`src/design/pps_pkg.sv`:
```
package pps_pkg;

    localparam int SLOTS_DEF = 16;

    localparam logic [1:0] OP_LOAD  = 2'd0;
    localparam logic [1:0] OP_TICK  = 2'd1;
    localparam logic [1:0] OP_CLEAR = 2'd2;

    localparam logic [31:0] TIME_MAX = 32'hFFFF_FFFF;

    typedef struct packed {
        logic [1:0]  operation;
        logic [3:0]  slot_index;
        logic [15:0] arrival_time;
        logic [15:0] burst_length;
        logic [7:0]  priority_level;
    } t_in;

    typedef struct packed {
        logic        ran_valid;
        logic [3:0]  ran_slot;
        logic        new_segment;
        logic [31:0] tick_start;
        logic        slot_finished;
        logic [31:0] turnaround;
        logic [31:0] waiting;
        logic        all_done;
    } t_out;

    // Best candidate so far, handed from cell to cell along the chain.
    typedef struct packed {
        logic        found;
        logic [7:0]  prio;
        logic [15:0] arrival;
        logic [15:0] burst;
        logic        last_one;
        logic [1:0]  pend_cnt;
    } t_best;

    // Broadcast commands from the controller to every cell.
    typedef struct packed {
        logic load;
        logic clear;
        logic dec;
    } t_cell_ctl;

endpackage

```
`src/design/pps_cell.sv`:
```
module pps_cell #(
    parameter int CELL_ID = 0,
    parameter int SLOT_W  = 4
) (
    input  logic                  i_clk,
    input  logic                  i_rst_n,
    input  pps_pkg::t_cell_ctl    i_ctl,
    input  pps_pkg::t_in          i_load,
    input  logic [SLOT_W-1:0]     i_dec_idx,
    input  logic [31:0]           i_now,
    input  pps_pkg::t_best        i_best,
    input  logic [SLOT_W-1:0]     i_best_idx,
    output pps_pkg::t_best        o_best,
    output logic [SLOT_W-1:0]     o_best_idx
);
    import pps_pkg::*;

    logic        r_loaded;
    logic        r_done;
    logic [15:0] r_arrival;
    logic [15:0] r_burst;
    logic [15:0] r_remaining;
    logic [7:0]  r_prio;

    t_best             r_best;
    logic [SLOT_W-1:0] r_best_idx;
    t_best             n_best;
    logic [SLOT_W-1:0] n_best_idx;

    logic load_hit;
    logic dec_hit;
    logic pending;
    logic eligible;
    logic take;

    assign load_hit = i_ctl.load && (32'(i_load.slot_index) == CELL_ID);
    assign dec_hit  = i_ctl.dec && (i_dec_idx == SLOT_W'(CELL_ID));
    assign pending  = r_loaded && !r_done;
    assign eligible = pending && ({16'b0, r_arrival} <= i_now);
    assign take     = eligible && (!i_best.found || (r_prio < i_best.prio));

    always_comb begin
        n_best     = i_best;
        n_best_idx = i_best_idx;
        if (take) begin
            n_best.found    = 1'b1;
            n_best.prio     = r_prio;
            n_best.arrival  = r_arrival;
            n_best.burst    = r_burst;
            n_best.last_one = (r_remaining == 16'd1);
            n_best_idx      = SLOT_W'(CELL_ID);
        end
        // Count of unfinished slots, held at two since only zero and one matter.
        if (pending && (i_best.pend_cnt != 2'd2)) begin
            n_best.pend_cnt = i_best.pend_cnt + 2'd1;
        end
    end

    always_ff @(posedge i_clk) begin
        if (!i_rst_n) begin
            r_loaded <= 1'b0;
            r_done   <= 1'b0;
        end else if (i_ctl.clear) begin
            r_loaded <= 1'b0;
            r_done   <= 1'b0;
        end else if (load_hit) begin
            r_loaded <= 1'b1;
            r_done   <= (i_load.burst_length == 16'd0);
        end else if (dec_hit && (r_remaining == 16'd1)) begin
            r_done <= 1'b1;
        end
    end

    always_ff @(posedge i_clk) begin
        if (load_hit) begin
            r_arrival   <= i_load.arrival_time;
            r_burst     <= i_load.burst_length;
            r_remaining <= i_load.burst_length;
            r_prio      <= i_load.priority_level;
        end else if (dec_hit) begin
            r_remaining <= r_remaining - 16'd1;
        end
        r_best     <= n_best;
        r_best_idx <= n_best_idx;
    end

    assign o_best     = r_best;
    assign o_best_idx = r_best_idx;

endmodule

```
`src/design/preemptive_priority_scheduler.sv`:
```
// Preemptive priority scheduler over a row of SLOTS process slots.
// Input channel: i_in_valid / o_in_stall carry one word of type t_in.
// A load fills one slot, a clear empties the table and sets time to zero;
// both take effect at acceptance and give no result. Operation 3 is ignored.
// A tick word gives exactly one result word on o_out_valid / i_out_stall.
// Each slot lives in a cell; a tick sends the best-candidate word along the
// chain, one cell per cycle, so a tick keeps the input stalled through its
// scan and until its result is registered in the output register.
// A new tick is therefore taken only once the previous one is through.
// Loads and clears are taken at one word per cycle while no tick stalls the input.
// A held result does not block loads or clears, nor the acceptance and scan
// of the next tick; that tick waits at the end of its scan until the output
// register is free. A stalled result word holds its value.
// Reset empties every slot, zeroes time, forgets the previous pick and
// drops any pending result.
module preemptive_priority_scheduler #(
    parameter int SLOTS = pps_pkg::SLOTS_DEF
) (
    input  logic          i_clk,
    input  logic          i_rst_n,
    input  logic          i_in_valid,
    output logic          o_in_stall,
    input  pps_pkg::t_in  i_in,
    output logic          o_out_valid,
    input  logic          i_out_stall,
    output pps_pkg::t_out o_out
);
    import pps_pkg::*;

    localparam int SLOT_W = (SLOTS > 1) ? $clog2(SLOTS) : 1;

    localparam logic [1:0] ST_IDLE = 2'd0;
    localparam logic [1:0] ST_SCAN = 2'd1;
    localparam logic [1:0] ST_DONE = 2'd2;

    logic [1:0]        r_state;
    logic [1:0]        n_state;
    logic [SLOT_W-1:0] r_cnt;
    logic [31:0]       r_now;
    logic [31:0]       n_now;
    logic              r_last_valid;
    logic [SLOT_W-1:0] r_last_idx;
    logic              r_out_valid;
    t_out              r_out;
    t_out              n_out;

    t_best             w_best [SLOTS+1];
    logic [SLOT_W-1:0] w_idx  [SLOTS+1];
    t_cell_ctl         cell_ctl;

    logic        in_acc;
    logic        finish;
    logic        out_free;
    logic [31:0] now_inc;
    logic [31:0] tat;
    t_best       best;

    assign in_acc   = i_in_valid && !o_in_stall;
    assign out_free = !r_out_valid || !i_out_stall;
    assign finish   = (r_state == ST_DONE) && out_free;
    assign best     = w_best[SLOTS];
    assign now_inc  = (r_now == TIME_MAX) ? r_now : r_now + 32'd1;
    assign tat      = now_inc - {16'b0, best.arrival};

    assign cell_ctl.load  = in_acc && (i_in.operation == OP_LOAD);
    assign cell_ctl.clear = in_acc && (i_in.operation == OP_CLEAR);
    assign cell_ctl.dec   = finish && best.found;

    assign w_best[0] = '0;
    assign w_idx[0]  = '0;

    for (genvar k = 0; k < SLOTS; k++) begin : g_cell
        pps_cell #(
            .CELL_ID (k),
            .SLOT_W  (SLOT_W)
        ) u_cell (
            .i_clk      (i_clk),
            .i_rst_n    (i_rst_n),
            .i_ctl      (cell_ctl),
            .i_load     (i_in),
            .i_dec_idx  (w_idx[SLOTS]),
            .i_now      (r_now),
            .i_best     (w_best[k]),
            .i_best_idx (w_idx[k]),
            .o_best     (w_best[k+1]),
            .o_best_idx (w_idx[k+1])
        );
    end

    always_comb begin
        n_state = r_state;
        case (r_state)
            ST_IDLE: begin
                if (in_acc && (i_in.operation == OP_TICK)) begin
                    n_state = ST_SCAN;
                end
            end
            ST_SCAN: begin
                if (r_cnt == SLOT_W'(SLOTS - 1)) begin
                    n_state = ST_DONE;
                end
            end
            ST_DONE: begin
                if (out_free) begin
                    n_state = ST_IDLE;
                end
            end
            default: n_state = ST_IDLE;
        endcase
    end

    always_comb begin
        n_now = r_now;
        if (cell_ctl.clear) begin
            n_now = '0;
        end else if (finish) begin
            n_now = now_inc;
        end
    end

    always_comb begin
        n_out            = '0;
        n_out.tick_start = r_now;
        if (best.found) begin
            n_out.ran_valid   = 1'b1;
            n_out.ran_slot    = 4'(w_idx[SLOTS]);
            n_out.new_segment = !r_last_valid || (r_last_idx != w_idx[SLOTS]);
            if (best.last_one) begin
                n_out.slot_finished = 1'b1;
                n_out.turnaround    = tat;
                n_out.waiting       = (tat >= {16'b0, best.burst})
                                    ? tat - {16'b0, best.burst} : 32'd0;
            end
        end
        n_out.all_done = (best.pend_cnt == 2'd0)
                      || ((best.pend_cnt == 2'd1) && best.found && best.last_one);
    end

    always_ff @(posedge i_clk) begin
        if (!i_rst_n) begin
            r_state      <= ST_IDLE;
            r_cnt        <= '0;
            r_now        <= '0;
            r_last_valid <= 1'b0;
            r_out_valid  <= 1'b0;
        end else begin
            r_state <= n_state;
            r_now   <= n_now;
            if (r_state == ST_SCAN) begin
                r_cnt <= r_cnt + SLOT_W'(1);
            end else begin
                r_cnt <= '0;
            end
            if (cell_ctl.clear) begin
                r_last_valid <= 1'b0;
            end else if (cell_ctl.dec) begin
                r_last_valid <= 1'b1;
            end
            if (finish) begin
                r_out_valid <= 1'b1;
            end else if (!i_out_stall) begin
                r_out_valid <= 1'b0;
            end
        end
    end

    always_ff @(posedge i_clk) begin
        if (cell_ctl.dec) begin
            r_last_idx <= w_idx[SLOTS];
        end
        if (finish) begin
            r_out <= n_out;
        end
    end

    assign o_in_stall  = (r_state != ST_IDLE);
    assign o_out_valid = r_out_valid;
    assign o_out       = r_out;

endmodule

```
`config.mk`:
```
export PLATFORM = sky130hd
export DESIGN_NAME = preemptive_priority_scheduler
export DESIGN_NICKNAME = d
export VERILOG_FILES = /design/src/design/pps_pkg.sv /design/src/design/pps_cell.sv /design/src/design/preemptive_priority_scheduler.sv
export SDC_FILE = /design/constraint.sdc
export NUM_CORES = 2
export LEC_CHECK = 0
export BUFFER_PORTS_ARGS = -buffer_cell sky130_fd_sc_hd__buf_2
export CAP_MARGIN = 20
export CORE_UTILIZATION = 54
export CTS_CLUSTER_DIAMETER = 50
export CTS_CLUSTER_SIZE = 10
export DETAILED_ROUTE_END_ITERATION = 10
export GPL_ROUTABILITY_DRIVEN = 0
export HOLD_SLACK_MARGIN = 0.15
export PLACE_DENSITY = 0.7
export SLEW_MARGIN = 25
export SYNTH_ARGS = -nofsm -noshare
export SYNTH_HDL_FRONTEND = slang
export SYNTH_HIERARCHICAL = 1
export SYNTH_SLANG_ARGS = --single-unit
```
`constraint.sdc`:
```
create_clock -name i_clk -period 13.11 [get_ports i_clk]
set_clock_uncertainty 0.05 [all_clocks]
set_input_delay 3.2775 -clock i_clk [delete_from_list [all_inputs] [get_ports i_clk]]
set_output_delay 3.2775 -clock i_clk [all_outputs]
set_load 0.01 [all_outputs]
```
==> metrics.txt <==
FMAX 120.3 MHz; residual DRC count 0; Starting Density 0.5444; met3 usage 0.04383; first-pass detailed-route iteration total 6; run status complete, no violations; RSZ-0062 raised after global routing no; HP Class reg2reg; Post-DRT Antenna Nets 0; Worst setup EP type flip-flop; IO Port Bufs 155; syn_area_per_cell 12.56 sq um; clock buffer depth 3; slew margin rel. 0.2862; Post-Layout Cell Count 8,783; Sink Count 1,836; CP arrival 8.82 ns; maximum fanout along the worst path 31; htree depth 4; Synth Cell Area 79,240 sq um; Slowest-stage cell, CP dfxtp_1; Final nets 7,181; dpl cells 8,380; Tcrit/Tclk final 0.6341; TritonCTS clock tree yes; hold_buf cts 0; Leakage 32.06 nW; gr busiest metal met2; Post-DP HPWL 117,800 um; Post-CTS Setup Bufs 0; Root Driver clkbuf_16; met1 usage 0.3168; chip width 385.1 um; Layout Area Growth over Synthesis 12.04%; later-pin clock latency in the skew report 0.82 ns; critical path type reg2reg; Vias 48,690; vias in the first global route 49,230; CP most frequent cell ha_1; first-pass GRT wire length 272,800 um; largest net degree at the start of global routing 77; fin crit period 8.313 ns; initial drt markers 3,715; initial antenna violation count 11; Die Footprint 148,300 sq um; Peak VDD IR 0.0001320 V; num ports 156; row count 140; total congestion overflow 0; final hold violation count 0; met2 Use GR 0.3753; vias per cell 5.543; Total GRT Usage 0.2345; layout cells sized above 1 0.1682; CTS buffer count 213; CTS resizes 0; Max Slew Vio Count 0; setup total negative slack 0 ns; Setup Viol. Count Final 0; Yosys warning count 6; core area 145,600 sq um; clock-pin slew on the worst setup and hold paths 0.05 ns; synthesized instance count 6,310; DR WL/cell 19.78 um; Crit path buffers/inverters 1; Die Ht 385.1 um; maxcap violations 0; CP Launch Type flip-flop; CP cell instances ha_1 > inv_1 > or4_1 > or4_1 > nand2_1 > xnor2_1 > ha_1 > nor2b_1 > o31a_1 > o32ai_1 > o21ai_0 > a21o_1 > a21oi_1 > xnor2_1 > ha_1 > and3_1 > nand4_1 > nor3_1 > nor4_1 > nand4_1 > nor4_2 > a31o_2 > o21ba_1; Worst Path Required 13.61 ns; routed wire length 173,700 um; Least-Margin Pin Slew 1.069 ns; slowest cell delay on critical path 0.92 ns; cell family with most CP delay simple AND/OR/NAND/NOR gates; power per cell area 136.5 nW/um^2
## report_power, final
part	switching [W]	total [W]	internal, W
clock network	0.00227	0.00540	0.00314
registers	0.0000506	0.00626	0.00621
logic	0.000270	0.000450	0.000180
## cells in the final DEF, fill, tap and decap left out, types with 16 or more instances in the layout
cell type and n:
a2111oi_0 17, ha_1 450, and4_1 18, nand4_1 90, mux2_2 460, a21o_1 43, dfxtp_1 831, nor3b_1 22
o221ai_1 16, mux2_1 159, edfxtp_1 1004, nand2_1 455, mux2_4 30, nor2b_1 87, nand4b_1 22, o211a_1 20
and2_1 27, o21a_1 28, a21oi_1 220, conb_1 58, a211oi_4 16, nor3_1 119, xor2_1 106, nand2b_1 45
clkbuf_16 218, clkbuf_1 141, inv_1 471, or2_2 64, xnor2_1 210, nor2_1 284, nand3_1 68, nor4_1 201
buf_4 83, o21ai_0 324, o31ai_1 41, nor4_2 18, buf_2 155
## state kept, by name, indices dropped and copies added, names as in the netlist
| signal | cells |
|---|---|
| g_cell.u_cell/r_prio | 128 |
| g_cell.u_cell/r_loaded | 16 |
| g_cell.u_cell/r_done | 16 |
| o_out_valid | 1 |
| r_last_valid | 1 |
| g_cell.u_cell/r_remaining | 256 |
| g_cell.u_cell/o_best | 696 |
| g_cell.u_cell/r_arrival | 256 |
| r_cnt | 4 |
| r_last_idx | 4 |
| r_now | 32 |
| o_out | 104 |
| g_cell.u_cell/r_burst | 256 |
| g_cell.u_cell/o_best_idx | 64 |
| r_state | 2 |
## final cells by class
| type | count | area (sq um) |
|---|---|---|
| inverters | 476 | 1789 |
| multi-input cells | 3913 | 29910 |
| flip-flops and latches | 1836 | 46810 |
| clock inverters | 33 | 407.9 |
| diodes | 6 | 15.01 |
| repair buffers | 239 | 1419 |
| clock buffers | 363 | 6040 |
| well taps | 1917 | 2399 |
| fillers | 11160 | 56780 |
## metal layers
layer / vias up / routed length (um)
li1: 23570 / -
met1: 23280 / 77920
met2: 1463 / 78710
met3: 365 / 11240
met4: 4 / 5811
met5: - / 24
## stage by stage
step | power [W] | setup slack (ns) | instance area, sq um | hold slack (ns) | util
global route | 0.01252 | 4.261 | 88780 | 0.3634 | 0.6099
floorplan | 0.006624 | 5.821 | 79460 | 0.3425 | -
CTS | 0.01222 | 4.869 | 88750 | 0.3551 | 0.6097
detailed placement | 0.006823 | 4.884 | 82300 | 0.3467 | 0.5654
finish | 0.01212 | 4.797 | 88780 | 0.3529 | 0.6099
global placement | 0.006811 | 5.083 | 82300 | 0.3445 | 0.5654
## path summary, 6_finish.rpt
| kind | startpoint | to | slack [ns] | cells past startpoint |
|---|---|---|---|---|
| hold reg to reg | g_cell[14].u_cell/o_best_idx[2] | g_cell[15].u_cell/o_best_idx[2] | 0.35 | 1 |
| setup / recovery | r_now[1] | o_out[28] | 4.80 | 23 |
| setup reg to reg | r_now[1] | o_out[28] | 4.80 | 23 |
| hold / removal | g_cell[14].u_cell/o_best_idx[2] | g_cell[15].u_cell/o_best_idx[2] | 0.35 | 1 |
(Power assumes the default switching activity.)
